File: config.mk
export PLATFORM = sky130hd
export DESIGN_NAME = i2c_master_transfer_sequencer_core
export DESIGN_NICKNAME = d
export VERILOG_FILES = /design/src/hdl/i2cms_pkg.sv /design/src/hdl/i2cms_buf.sv /design/src/hdl/i2cms_seq.sv /design/src/hdl/i2c_master_transfer_sequencer_core.sv
export SDC_FILE = /design/constraint.sdc
export NUM_CORES = 1
export LEC_CHECK = 0
export BUFFER_PORTS_ARGS = -buffer_cell sky130_fd_sc_hd__buf_2
export CAP_MARGIN = 10
export CORE_AREA = 2 2 223 181
export CTS_BUF_LIST = sky130_fd_sc_hd__clkbuf_8
export CTS_CLUSTER_DIAMETER = 150
export DETAILED_ROUTE_END_ITERATION = 10
export DIE_AREA = 0 0 225 183
export GPL_TIMING_DRIVEN = 0
export HOLD_SLACK_MARGIN = 0.08
export PLACE_DENSITY = 0.49
export SYNTH_ARGS = -nofsm -noshare
export SYNTH_HDL_FRONTEND = slang
export SYNTH_HIERARCHICAL = 1
export SYNTH_SLANG_ARGS = --single-unit
File: constraint.sdc
create_clock -name clk -period 10.4 [get_ports clk]
set_clock_uncertainty 0.1 [all_clocks]
set_input_delay 0.52 -clock clk [delete_from_list [all_inputs] [get_ports clk]]
set_output_delay 0.52 -clock clk [all_outputs]
set_load 0.01 [all_outputs]
File: src/hdl/i2cms_pkg.sv
`timescale 1ns / 1ps
`default_nettype none
// ----------------------------------------------------------------------------
// I2C master sequencer package
// Shared types, status codes and action codes of the transfer sequencer.
// ----------------------------------------------------------------------------
package i2cms_pkg;

    localparam int DEFAULT_BUFFER_DEPTH = 16;

    // Buffer positions in write requests and fetch positions are carried at this width.
    localparam int POS_W = 8;

    // Bus controller status codes.
    localparam logic [7:0] ST_START      = 8'h08;
    localparam logic [7:0] ST_REP_START  = 8'h10;
    localparam logic [7:0] ST_TX_ADR_ACK = 8'h18;
    localparam logic [7:0] ST_TX_DAT_ACK = 8'h28;
    localparam logic [7:0] ST_ARB_LOST   = 8'h38;
    localparam logic [7:0] ST_RX_ADR_ACK = 8'h40;
    localparam logic [7:0] ST_RX_DAT_ACK = 8'h50;
    localparam logic [7:0] ST_RX_DAT_NAK = 8'h58;
    localparam logic [7:0] NO_STATE      = 8'hF8;

    localparam logic [4:0] PTR_MAX = 5'd31;

    typedef enum logic [1:0] {
        MODE_LOAD  = 2'd0,
        MODE_START = 2'd1,
        MODE_EVENT = 2'd2,
        MODE_READ  = 2'd3
    } mode_t;

    typedef enum logic [2:0] {
        ACT_NONE    = 3'd0,
        ACT_START   = 3'd1,
        ACT_TX      = 3'd2,
        ACT_RX_ACK  = 3'd3,
        ACT_RX_NACK = 3'd4,
        ACT_STOP    = 3'd5,
        ACT_RESTART = 3'd6
    } action_t;

    typedef struct packed {
        mode_t      mode;
        logic [3:0] index;
        logic [7:0] data_byte;
        logic [4:0] msg_length;
        logic [7:0] status;
    } item_t;

    typedef struct packed {
        action_t    action;
        logic [7:0] tx_byte;
        logic [7:0] read_data;
        logic       done_res;
        logic       transfer_ok;
        logic [7:0] error_status;
    } result_t;

    typedef struct packed {
        logic             en;
        logic [POS_W-1:0] pos;
        logic [7:0]       data;
    } wr_req_t;

endpackage

`default_nettype wire

File: src/hdl/i2cms_buf.sv
`timescale 1ns / 1ps
`default_nettype none
// ----------------------------------------------------------------------------
// I2C master sequencer message buffer
// One write port and one registered read port, with write-to-read forwarding.
// ----------------------------------------------------------------------------
module i2cms_buf #(
    parameter int BUFFER_DEPTH = i2cms_pkg::DEFAULT_BUFFER_DEPTH
) (
    input  wire                           clk,
    input  wire i2cms_pkg::wr_req_t       wr,
    input  wire                           rd_en,
    input  wire [$clog2(BUFFER_DEPTH)-1:0] rd_addr,
    output logic [7:0]                    rdata
);

    localparam int AW = $clog2(BUFFER_DEPTH);

    logic [7:0] mem [BUFFER_DEPTH];
    logic [7:0] rdata_reg;

    always_ff @(posedge clk)
    begin
        if (wr.en)
        begin
            mem[wr.pos[AW-1:0]] <= wr.data;
        end
    end

    // A write in the same cycle reaches the read register directly.
    always_ff @(posedge clk)
    begin
        if (rd_en)
        begin
            if (wr.en && (wr.pos[AW-1:0] == rd_addr))
            begin
                rdata_reg <= wr.data;
            end
            else
            begin
                rdata_reg <= mem[rd_addr];
            end
        end
    end

    assign rdata = rdata_reg;

endmodule

`default_nettype wire

File: src/hdl/i2cms_seq.sv
`timescale 1ns / 1ps
`default_nettype none
// ----------------------------------------------------------------------------
// I2C master sequencer step logic
// Transfer state registers and the single-pass reaction to one beat.
// ----------------------------------------------------------------------------
module i2cms_seq #(
    parameter int BUFFER_DEPTH = i2cms_pkg::DEFAULT_BUFFER_DEPTH
) (
    input  wire                      clk,
    input  wire                      rst_n,
    input  wire                      advance,
    input  wire i2cms_pkg::item_t    item,
    input  wire [7:0]                rdata,
    input  wire                      rd_hit,
    output i2cms_pkg::result_t       result,
    output i2cms_pkg::wr_req_t       wr,
    output logic [4:0]               ptr_view
);

    localparam logic [i2cms_pkg::POS_W-1:0] DEPTH_POS = i2cms_pkg::POS_W'(BUFFER_DEPTH);

    logic [4:0] ptr_reg, ptr_next;
    logic [4:0] len_reg, len_next;
    logic       ok_reg, ok_next;
    logic [7:0] err_reg, err_next;

    logic [4:0] ptr_base;
    logic [4:0] ptr_rx;
    logic [i2cms_pkg::POS_W-1:0] len_pos;
    logic [i2cms_pkg::POS_W-1:0] ptr_pos;
    logic [i2cms_pkg::POS_W-1:0] idx_pos;

    always_comb
    begin
        ptr_next = ptr_reg;
        len_next = len_reg;
        ok_next  = ok_reg;
        err_next = err_reg;
        result   = '0;
        result.action = i2cms_pkg::ACT_NONE;
        wr       = '0;
        ptr_base = ptr_reg;
        ptr_rx   = ptr_reg;
        len_pos  = {{(i2cms_pkg::POS_W-5){1'b0}}, item.msg_length};
        ptr_pos  = {{(i2cms_pkg::POS_W-5){1'b0}}, ptr_reg};
        idx_pos  = {{(i2cms_pkg::POS_W-4){1'b0}}, item.index};

        unique case (item.mode)
            i2cms_pkg::MODE_LOAD:
            begin
                wr.en   = (idx_pos < DEPTH_POS);
                wr.pos  = idx_pos;
                wr.data = item.data_byte;
            end
            i2cms_pkg::MODE_START:
            begin
                len_next = (len_pos > DEPTH_POS) ? DEPTH_POS[4:0] : item.msg_length;
                ok_next  = 1'b0;
                err_next = i2cms_pkg::NO_STATE;
                result.action = i2cms_pkg::ACT_START;
            end
            i2cms_pkg::MODE_READ:
            begin
                result.read_data = rd_hit ? rdata : 8'h00;
            end
            i2cms_pkg::MODE_EVENT:
            begin
                unique case (item.status) inside
                    i2cms_pkg::ST_START, i2cms_pkg::ST_REP_START,
                    i2cms_pkg::ST_TX_ADR_ACK, i2cms_pkg::ST_TX_DAT_ACK:
                    begin
                        if ((item.status == i2cms_pkg::ST_START) ||
                            (item.status == i2cms_pkg::ST_REP_START))
                        begin
                            ptr_base = 5'd0;
                        end
                        ptr_next = ptr_base;
                        if (ptr_base < len_reg)
                        begin
                            result.tx_byte = rd_hit ? rdata : 8'h00;
                            ptr_next       = ptr_base + 5'd1;
                            result.action  = i2cms_pkg::ACT_TX;
                        end
                        else
                        begin
                            ok_next         = 1'b1;
                            result.action   = i2cms_pkg::ACT_STOP;
                            result.done_res = 1'b1;
                        end
                    end
                    i2cms_pkg::ST_RX_DAT_ACK, i2cms_pkg::ST_RX_ADR_ACK:
                    begin
                        if (item.status == i2cms_pkg::ST_RX_DAT_ACK)
                        begin
                            wr.en   = (ptr_pos < DEPTH_POS);
                            wr.pos  = ptr_pos;
                            wr.data = item.data_byte;
                            if (ptr_reg < i2cms_pkg::PTR_MAX)
                            begin
                                ptr_rx = ptr_reg + 5'd1;
                            end
                        end
                        ptr_next = ptr_rx;
                        // The byte still to come is NACKed when it is the last one.
                        if (({1'b0, ptr_rx} + 6'd1) < {1'b0, len_reg})
                        begin
                            result.action = i2cms_pkg::ACT_RX_ACK;
                        end
                        else
                        begin
                            result.action = i2cms_pkg::ACT_RX_NACK;
                        end
                    end
                    i2cms_pkg::ST_RX_DAT_NAK:
                    begin
                        wr.en           = (ptr_pos < DEPTH_POS);
                        wr.pos          = ptr_pos;
                        wr.data         = item.data_byte;
                        ok_next         = 1'b1;
                        result.action   = i2cms_pkg::ACT_STOP;
                        result.done_res = 1'b1;
                    end
                    i2cms_pkg::ST_ARB_LOST:
                    begin
                        result.action = i2cms_pkg::ACT_RESTART;
                    end
                    default:
                    begin
                        err_next        = item.status;
                        result.action   = i2cms_pkg::ACT_NONE;
                        result.done_res = 1'b1;
                    end
                endcase
            end
            default:
            begin
                result.action = i2cms_pkg::ACT_NONE;
            end
        endcase

        result.transfer_ok  = ok_next;
        result.error_status = err_next;

        if (!advance)
        begin
            wr.en = 1'b0;
        end
    end

    // Pointer as the next beat will see it.
    assign ptr_view = advance ? ptr_next : ptr_reg;

    always_ff @(posedge clk or negedge rst_n)
    begin
        if (!rst_n)
        begin
            ptr_reg <= 5'd0;
            len_reg <= 5'd0;
            ok_reg  <= 1'b0;
            err_reg <= i2cms_pkg::NO_STATE;
        end
        else if (advance)
        begin
            ptr_reg <= ptr_next;
            len_reg <= len_next;
            ok_reg  <= ok_next;
            err_reg <= err_next;
        end
    end

endmodule

`default_nettype wire

File: src/hdl/i2c_master_transfer_sequencer_core.sv
`timescale 1ns / 1ps
`default_nettype none
// ----------------------------------------------------------------------------
// I2C master transfer sequencer core
// Buffers a message, sequences an I2C master transfer from bus status codes.
// ----------------------------------------------------------------------------
// One beat is accepted every clock cycle while the output is not stalled, and each
// beat gives exactly one result: the beat is captured in an input register together
// with the buffer byte it needs (the buffer read port is registered at acceptance),
// the step logic works on it in one pass and the answer lands in the result
// register. While a result waits to be taken, one more beat is accepted into an
// empty input register, and the input side then stalls until the result leaves.
// The message buffer needs no clearing after reset, so the block is ready as
// soon as reset is released.
// ----------------------------------------------------------------------------
module i2c_master_transfer_sequencer_core #(
    parameter int BUFFER_DEPTH = i2cms_pkg::DEFAULT_BUFFER_DEPTH
) (
    input  wire         clk,
    input  wire         rst_n,
    input  wire         s_tvalid,
    output logic        s_tready,
    // index[3:0], data_byte[11:4], msg_length[16:12], status[24:17], zero fill
    input  wire  [31:0] s_tdata,
    // mode[1:0]
    input  wire  [1:0]  s_tuser,
    output logic        m_tvalid,
    input  wire         m_tready,
    // action[2:0], tx_byte[10:3], read_data[18:11], done_res[19],
    // transfer_ok[20], error_status[28:21], zero fill
    output logic [31:0] m_tdata
);

    localparam int AW = $clog2(BUFFER_DEPTH);
    localparam logic [i2cms_pkg::POS_W-1:0] DEPTH_POS = i2cms_pkg::POS_W'(BUFFER_DEPTH);

    i2cms_pkg::item_t   in_item;
    i2cms_pkg::item_t   s0_item_reg;
    logic               s0_valid_reg;
    logic               s0_hit_reg;
    i2cms_pkg::result_t res_reg;
    logic               m_valid_reg;

    i2cms_pkg::result_t step_res;
    i2cms_pkg::wr_req_t wr;
    logic [7:0]         rdata;
    logic [4:0]         ptr_view;

    logic                        out_load;
    logic                        advance;
    logic                        s_accept;
    logic [i2cms_pkg::POS_W-1:0] rd_pos;
    logic                        rd_hit;

    assign in_item.mode       = i2cms_pkg::mode_t'(s_tuser);
    assign in_item.index      = s_tdata[3:0];
    assign in_item.data_byte  = s_tdata[11:4];
    assign in_item.msg_length = s_tdata[16:12];
    assign in_item.status     = s_tdata[24:17];

    assign out_load = !m_valid_reg || m_tready;
    assign advance  = s0_valid_reg && out_load;
    assign s_tready = !s0_valid_reg || out_load;
    assign s_accept = s_tvalid && s_tready;

    // Buffer position the incoming beat will fetch.
    always_comb
    begin
        if ((in_item.mode == i2cms_pkg::MODE_EVENT) &&
            ((in_item.status == i2cms_pkg::ST_START) ||
             (in_item.status == i2cms_pkg::ST_REP_START)))
        begin
            rd_pos = '0;
        end
        else if (in_item.mode == i2cms_pkg::MODE_EVENT)
        begin
            rd_pos = {{(i2cms_pkg::POS_W-5){1'b0}}, ptr_view};
        end
        else
        begin
            rd_pos = {{(i2cms_pkg::POS_W-4){1'b0}}, in_item.index};
        end
    end

    assign rd_hit = (rd_pos < DEPTH_POS);

    i2cms_buf #(
        .BUFFER_DEPTH (BUFFER_DEPTH)
    ) u_buf (
        .clk     (clk),
        .wr      (wr),
        .rd_en   (s_accept),
        .rd_addr (rd_pos[AW-1:0]),
        .rdata   (rdata)
    );

    i2cms_seq #(
        .BUFFER_DEPTH (BUFFER_DEPTH)
    ) u_seq (
        .clk      (clk),
        .rst_n    (rst_n),
        .advance  (advance),
        .item     (s0_item_reg),
        .rdata    (rdata),
        .rd_hit   (s0_hit_reg),
        .result   (step_res),
        .wr       (wr),
        .ptr_view (ptr_view)
    );

    always_ff @(posedge clk or negedge rst_n)
    begin
        if (!rst_n)
        begin
            s0_valid_reg <= 1'b0;
            m_valid_reg  <= 1'b0;
        end
        else
        begin
            if (s_tready)
            begin
                s0_valid_reg <= s_tvalid;
            end
            if (out_load)
            begin
                m_valid_reg <= s0_valid_reg;
            end
        end
    end

    always_ff @(posedge clk)
    begin
        if (s_accept)
        begin
            s0_item_reg <= in_item;
            s0_hit_reg  <= rd_hit;
        end
        if (advance)
        begin
            res_reg <= step_res;
        end
    end

    assign m_tvalid = m_valid_reg;
    assign m_tdata  = {3'b000, res_reg.error_status, res_reg.transfer_ok,
                       res_reg.done_res, res_reg.read_data, res_reg.tx_byte,
                       res_reg.action};

    // A STOP always finishes the transfer.
    a_stop_done: assert property (@(posedge clk) disable iff (!rst_n)
        (m_valid_reg && (res_reg.action == i2cms_pkg::ACT_STOP)) |-> res_reg.done_res)
        else $error("STOP result without done flag");

    // Only a STOP or an error ends a transfer.
    a_done_kind: assert property (@(posedge clk) disable iff (!rst_n)
        (m_valid_reg && res_reg.done_res) |->
            ((res_reg.action == i2cms_pkg::ACT_STOP) ||
             (res_reg.action == i2cms_pkg::ACT_NONE)))
        else $error("done flag on a non-terminal action");

    // The transmit byte is driven only for a transmit action.
    a_tx_zero: assert property (@(posedge clk) disable iff (!rst_n)
        (m_valid_reg && (res_reg.action != i2cms_pkg::ACT_TX)) |-> (res_reg.tx_byte == 8'h00))
        else $error("transmit byte set without transmit action");

    // A held beat with a stalled result keeps the buffer untouched.
    a_hold_no_write: assert property (@(posedge clk) disable iff (!rst_n)
        (s0_valid_reg && m_valid_reg && !m_tready) |-> (!wr.en && !s_tready))
        else $error("buffer written or beat accepted while stalled");

endmodule

`default_nettype wire

==> impl_results.rst, run 1 <==
.. list-table::
   :header-rows: 1

   * - Metric
     - Value
   * - Leakage
     - between 0.004 and 0.005 uW
   * - Ratio of final minimum period to clock period
     - 60.0%
   * - Clock tree from TritonCTS
     - built
   * - Max transition margin
     - between 10% and 20%
   * - Sinks on Clock Net
     - roughly 210
   * - Proportion of layout cells with a drive suffix above 1
     - 23.1%
   * - Number of endpoints failing setup at the final stage
     - 0
   * - Max Fanout on Critical Path
     - 10
   * - Maximum resistive drop on vdd
     - approximately 80 uV
   * - Vias in the first global route
     - around 5500
   * - Die ar.
     - about 40000 um2
   * - Global-route total usage across every layer
     - between 10% and 20%
   * - Max Cap Violations
     - 0
   * - Height of the chip
     - ~180 um
   * - Antenna violations before repair
     - 0
   * - Clock Path Buffers
     - 3
   * - CP Data Arrival Time
     - around 6400 ps
   * - Clk_lat worst skew
     - between 500 and 600 ps
   * - Final count of hold timing violations
     - 0
   * - Launching element type of the critical path
     - register
   * - FMAX
     - 0.160 GHz
   * - Final layout net count
     - slightly below 800
   * - Placement Setup Slack
     - 4240 ps
   * - Final antenna diode count
     - 0
   * - Slew @ Worst Pin
     - 1210 ps
   * - Result of the run
     - finished clean
   * - Unrepaired setup endpoints after global routing
     - false
   * - Mapped Avg Cell Area
     - ~16 um2
   * - Syn Inst Count
     - 600
   * - DRT Wirelength
     - about 22000 um
   * - Count of buffers inserted at the top-level ports
     - 61
   * - Required time at the worst-slack endpoint
     - 10560 ps
   * - Kind of path behind the tightest hold check
     - input pin to register
   * - YS warnings
     - 6
   * - Core Util, Final
     - 29.7%
   * - Pin count of the biggest net entering global routing
     - 22
   * - Post-synthesis instance area
     - slightly below 10000 um2
   * - Half-perimeter wire length after placement
     - 15100 um
   * - Wire length of the first global-routing pass
     - ~34000 um
   * - H-tree Lvls
     - 2
   * - Routed wire per std cell
     - 17.6 um
   * - Detail Route Antenna Nets
     - 0
   * - Commonest non-fill, non-tap cell in the layout
     - edfxtp_1
   * - Power per cell area
     - around 160 nW/um2
   * - Area growth from synthesis to final layout
     - 20.5%
   * - Final critical-path required period
     - about 6200 ps
   * - Placement row count
     - between 60 and 70
   * - Cts repair resizes
     - 0
   * - Gp weighted congestion
     - between 0.7 and 0.8
   * - Post-detailed-route DRC marker count
     - 0
   * - Die boundary width
     - 225 um
   * - Boundary pin count
     - 72
   * - 1st-iter DRT viols
     - 460
   * - Via-per-instance ratio
     - roughly 4.5
   * - Total congestion overflow after global routing
     - 0
   * - Starting Density
     - about a quarter
   * - Flip-flop count of the largest register, all copies and words added
     - between 100 and 150
   * - Core ar.
     - slightly below 40000 um2
   * - Endpoint type of the worst setup path
     - register
   * - Post-CTS setup buffer count
     - 0
   * - Library cell used as clock root buffer
     - clkbuf_8
   * - CTS Buf Count
     - 36
   * - Critical path class
     - register to register
   * - Final critical-path setup slack
     - just over 4000 ps
   * - Clock Pin Slew Worst Setup and Hold Paths
     - 70 ps
   * - Leading cell types in the layout, fill and taps excluded
     - edfxtp_1 (193), buf_2 (64), clkbuf_8 (39)
   * - Final max-slew violation count
     - 0
   * - Vias after detailed routing
     - 5621
   * - Number of iterations in the first detailed-routing pass
     - 5
   * - Setup Total Neg Slack
     - 0 ps
-- metrics by stage --
stage | instances | hold slack, ps | total power [uW] | instance area (um2)
floorplan | 602 | 124 | 1140 | 9620
global placement | 1165 | 360 | 1200 | 10600
detailed placement | 1169 | 370 | 1210 | 10600
CTS | 1257 | 98.5 | 1930 | 11600
global route | 1261 | 108 | 1980 | 11600
finish | 1261 | 139 | 1890 | 11600
-- final timing paths --
check                                       from               end  slack (ps)  depth (start not counted)
worst max-delay path              s0_item_reg[0]    u_buf/rdata[5]        4160                         19
worst min-delay path                  s_tdata[1]   s0_item_reg[22]         140                          1
worst max register to register    s0_item_reg[0]    u_buf/rdata[5]        4160                         19
worst min register to register  u_seq/len_reg[2]  u_seq/len_reg[2]         380                          2
max in group asynchronous                  rst_n  u_seq/ptr_reg[0]        9390                          2
min in group asynchronous                  rst_n      s0_valid_reg         420                          2
-- worst max-delay path, cell delays in order (launching register included) --
cell and delay [ps]:
edfxtp_1 500, or4_4 570, buf_6 150, nor4_1 510
nor2b_1 150, ha_1 350, a21oi_1 150, a21boi_0 200
a2111oi_4 460, nand3_1 150, xor2_1 170, o221ai_1 260
mux2i_1 120, nor2_1 100, buf_2 190, clkbuf_1 710
mux4_1 440, mux2i_1 260, mux2i_1 120, mux2_2 290
-- report_power, final --
group	internal (uW)	switching [uW]
clock network	368	331
registers	981	17.0
logic	85.8	112
total	1430	460
-- timing repair --
| action | 4_1_cts | 5_1_grt |
|---|---|---|
| endpoints found under the hold margin | 43 | 0 |
| hold buffers | 28 | 0 |
| setup endpoints to repair | 0 | 0 |
-- per-layer routing --
metal,wire (um),vias to the layer above,GRT usage (%)
met2,8740,157,14.2
met3,1290,27,2.39
met1,11800,2794,17.3
met4,371,0,3.10
met5,0,-,0
li1,-,2643,-
-- cell type report --
cell class | instances | area [um2]
inverter | 15 | 56.3
timing repair buffer | 97 | 674
multi-input combinational | 336 | 3030
fill | 3846 | 27400
sequential | 214 | 6330
clock inverter | 21 | 113
buffer | 37 | 224
clock buffer | 39 | 537
tap | 502 | 628
Note: power is estimated with default switching activity, not from simulation.
==> inputs of run 2 (changes only) <==
==> constraint.sdc (replaced) <==
create_clock -name clk -period 6.52 [get_ports clk]
set_clock_uncertainty 0.1 [all_clocks]
set_input_delay 0.326 -clock clk [delete_from_list [all_inputs] [get_ports clk]]
set_output_delay 0.326 -clock clk [all_outputs]
set_load 0.01 [all_outputs]
==> run 2 against run 1 <==
Clock-buffer cell count unchanged. Worst setup slack got worse by 3700 ps. Non-clock buffer count increased by 3. Flip-flop and latch count unchanged. Utilization increased by 0.084 points. Clock power increased by 60%. Sequential power increased by 59%. Combinational power increased by 60%. Critical path depth unchanged. Hold slack improved by 86 ps. Critical endpoint is now u_buf/rdata[3]. Largest power group unchanged.
==> impl_results.rst, run 2 (synthesis results as in run 1) <==
.. list-table::
   :header-rows: 1

   * - Metric
     - Value
   * - Result of the run
     - finished clean
   * - Die ar.
     - 41200 um2 (unchanged)
   * - Final antenna diode count
     - 0 (unchanged)
   * - Levels on crit path
     - 19 (unchanged)
   * - Final count of hold timing violations
     - 0 (unchanged)
   * - Height of the chip
     - 183 um (unchanged)
   * - Max Fanout on Critical Path
     - 10 (unchanged)
   * - Core ar.
     - 39000 um2 (unchanged)
   * - Commonest non-fill, non-tap cell in the layout
     - edfxtp_1
   * - Final critical-path required period
     - 6020 ps (-218 ps)
   * - Kind of path behind the tightest hold check
     - input pin to asynchronous set/reset pin
   * - Critical-path cell list
     - or4_4, buf_6, nor4_1, nor2b_1, ha_1, a21oi_1, a21boi_0, a2111oi_4, nand3_1, xor2_1, o221ai_1, mux2i_1, nor2_1, buf_2, clkbuf_1, mux4_1, mux2i_1, mux2i_1, mux2_2
   * - Starting Density
     - 24.7% (unchanged)
   * - H-tree Lvls
     - 2 (unchanged)
   * - Layer with the highest usage after global routing
     - met1
   * - Routed wire per std cell
     - 17.5 um (-0.40%)
   * - Reg-to-reg critical path startpoint
     - s0_item_reg[0]
   * - Clock tree from TritonCTS
     - built
   * - Leading cell types in the layout, fill and taps excluded
     - edfxtp_1 (193), buf_2 (64), clkbuf_8 (39)
   * - Vias in the first global route
     - 5520 (+0.11%)
   * - CP delay by family, top
     - simple AND/OR/NAND/NOR gates
   * - Worst setup slack for register-to-register paths
     - 500 ps (-3660 ps)
   * - Slew @ Worst Pin
     - 1190 ps (-16.9 ps)
   * - Critical path class
     - register to register
   * - Power per cell area
     - 260 nW/um2 (+59%)
   * - Leakage
     - 0.00409 uW (+0.44%)
   * - Placement row count
     - 65 (unchanged)
   * - Post-detailed-route DRC marker count
     - 0 (unchanged)
   * - Final max-slew violation count
     - 0 (unchanged)
   * - Post-CTS setup buffer count
     - 0 (unchanged)
   * - Ratio of final minimum period to clock period
     - 92.4% (+32 points)
   * - Endpoint of the worst register-to-register path
     - u_buf/rdata[3]
   * - Boundary pin count
     - 72 (unchanged)
   * - Global-route total usage across every layer
     - 10.8% (about the same)
   * - FMAX
     - 0.166 GHz (+3.6%)
   * - Library cell used as clock root buffer
     - clkbuf_8
   * - Met1 routing resource usage after global routing
     - 17.3% (unchanged)
   * - Required time at the worst-slack endpoint
     - 6680 ps (-3880 ps)
   * - Wire length of the first global-routing pass
     - 33800 um (unchanged)
   * - Number of iterations in the first detailed-routing pass
     - 5 (unchanged)
   * - Cell repeated most along the worst path
     - mux2i_1
   * - Core Util, Final
     - 29.8% (+0.084 points)
   * - Number of cells on the worst reg-to-reg path
     - 19 (unchanged)
   * - Filler Cell Count
     - 3845 (-0.026%)
   * - Endpoint type of the worst setup path
     - register
   * - Setup Total Neg Slack
     - 0 ps (unchanged)
   * - Half-perimeter wire length after placement
     - 15100 um (unchanged)
   * - DRT Wirelength
     - 22200 um (-0.17%)
   * - GR Layer Usage met2
     - 14.2% (about the same)
   * - Die boundary width
     - 225 um (unchanged)
   * - Area growth from synthesis to final layout
     - 20.9%
   * - Highest cell delay on the worst timing path
     - 570 ps (-140 ps)
   * - CTS Buf Count
     - 36 (unchanged)
   * - CP Data Arrival Time
     - 6190 ps (-220 ps)
   * - Pin count of the biggest net entering global routing
     - 22 (unchanged)
   * - Number of endpoints failing setup at the final stage
     - 0 (unchanged)
   * - Unrepaired setup endpoints after global routing
     - false
   * - Detail Route Antenna Nets
     - 0 (unchanged)
   * - Gp weighted congestion
     - 0.790 (unchanged)
   * - Max Cap Violations
     - 0 (unchanged)
   * - Proportion of layout cells with a drive suffix above 1
     - 23.2% (+0.17 points)
   * - Max transition margin
     - 20.2% (+1.1 points)
   * - Critical path buffer and inverter count
     - 3 (unchanged)
   * - Clock Path Buffers
     - 3 (unchanged)
   * - Count of buffers inserted at the top-level ports
     - 61 (unchanged)
   * - 1st-iter DRT viols
     - 458 (-0.43%)
   * - Clk_lat worst skew
     - 530 ps (about the same)
   * - Clock Pin Slew Worst Setup and Hold Paths
     - 60 ps (about the same)
   * - Launching element type of the critical path
     - register
   * - Flip-flop count of the largest register, all copies and words added
     - 128 (unchanged)
   * - Maximum resistive drop on vdd
     - 130 uV (+60%)
   * - CP max stage cell
     - or4_4
   * - Global routing met3 resource utilization
     - 2.39% (unchanged)
   * - Final layout net count
     - 793 (+0.38%)
   * - Sinks on Clock Net
     - 214 (unchanged)
   * - Vias after detailed routing
     - 5662 (+0.73%)
   * - Total congestion overflow after global routing
     - 0 (unchanged)
   * - Antenna violations before repair
     - 0 (unchanged)
   * - Via-per-instance ratio
     - 4.48 (+0.49%)
-- run 2: cell count changes in the layout (fill, tap and decap cells not counted), sizes merged --
cell / before / now
dlygate4sd3: 28 / 31
-- run 2: layout make-up --
cell class	count	area (um2)	share of cell area, %
Timing Repair Buffer	100	704	6.06
Clock inverter	21	113	0.969
Clock buffer	39	537	4.62
Tap cell	502	628	5.41
Sequential cell	214	6330	54.5
Inverter	15	56.3	0.485
Buffer	37	226	1.95
Multi-Input combinational cell	336	3030	26.1
-- run 2: repair_timing --
item / CTS / global route
hold endpoints to repair: 50 / 0
hold buffers: 31 / 0
endpoints found under the setup margin: 0 / 8
resized for setup: 0 / 5
-- run 2: per-layer routing --
| layer | vias to the layer above | share of wire, % |
|---|---|---|
| li1 | 2650 | - |
| met4 | 0 | 1.7 |
| met2 | 167 | 39 |
| met3 | 27 | 5.9 |
| met1 | 2818 | 53 |
| met5 | - | 0 |
-- run 2: power breakdown --
| part | internal [uW] | leakage (uW) | total (uW) | switching (uW) |
|---|---|---|---|---|
| combinational | 138 | 0.00170 | 317 | 179 |
| clock | 587 | 0.000371 | 1120 | 529 |
| sequential | 1560 | 0.00202 | 1590 | 26.9 |
-- run 2: worst register-to-register path, cell delays in order, from the launching register on --
cell,delay [ps]
edfxtp_1,500
or4_4,570
buf_6,150
nor4_1,520
nor2b_1,150
ha_1,350
a21oi_1,150
a21boi_0,200
a2111oi_4,460
nand3_1,150
xor2_1,170
o221ai_1,260
mux2i_1,120
nor2_1,100
buf_2,190
clkbuf_1,490
mux4_1,380
mux2i_1,300
mux2i_1,130
mux2_2,300
-- run 2: worst max path at each step --
| stage | endpoint | start |
|---|---|---|
| 2_1_floorplan | u_buf/rdata[1] | s0_item_reg[0] |
| 3_3_place_gp | u_buf/rdata[5] | s0_item_reg[0] |
| 3_5_place_dp | u_buf/rdata[5] | s0_item_reg[0] |
| 4_1_cts | u_buf/rdata[5] | s0_item_reg[0] |
| 5_1_grt | u_buf/rdata[2] | s0_item_reg[0] |
| 6_report | u_buf/rdata[3] | s0_item_reg[0] |
-- run 2: per-stage QoR --
| step | power, uW | instance area [um2] | std cells | setup WS (ps) | hold WS, ps |
|---|---|---|---|---|---|
| floorplan | 1810 | 9620 | 602 | 1640 | -69.6 |
| global placement | 1920 | 10600 | 1165 | 327 | 268 |
| detailed placement | 1920 | 10600 | 1169 | 355 | 269 |
| CTS | 3070 | 11600 | 1260 | 298 | 224 |
| global route | 3160 | 11600 | 1264 | 16.8 | 271 |
| finish | 3020 | 11600 | 1264 | 496 | 225 |
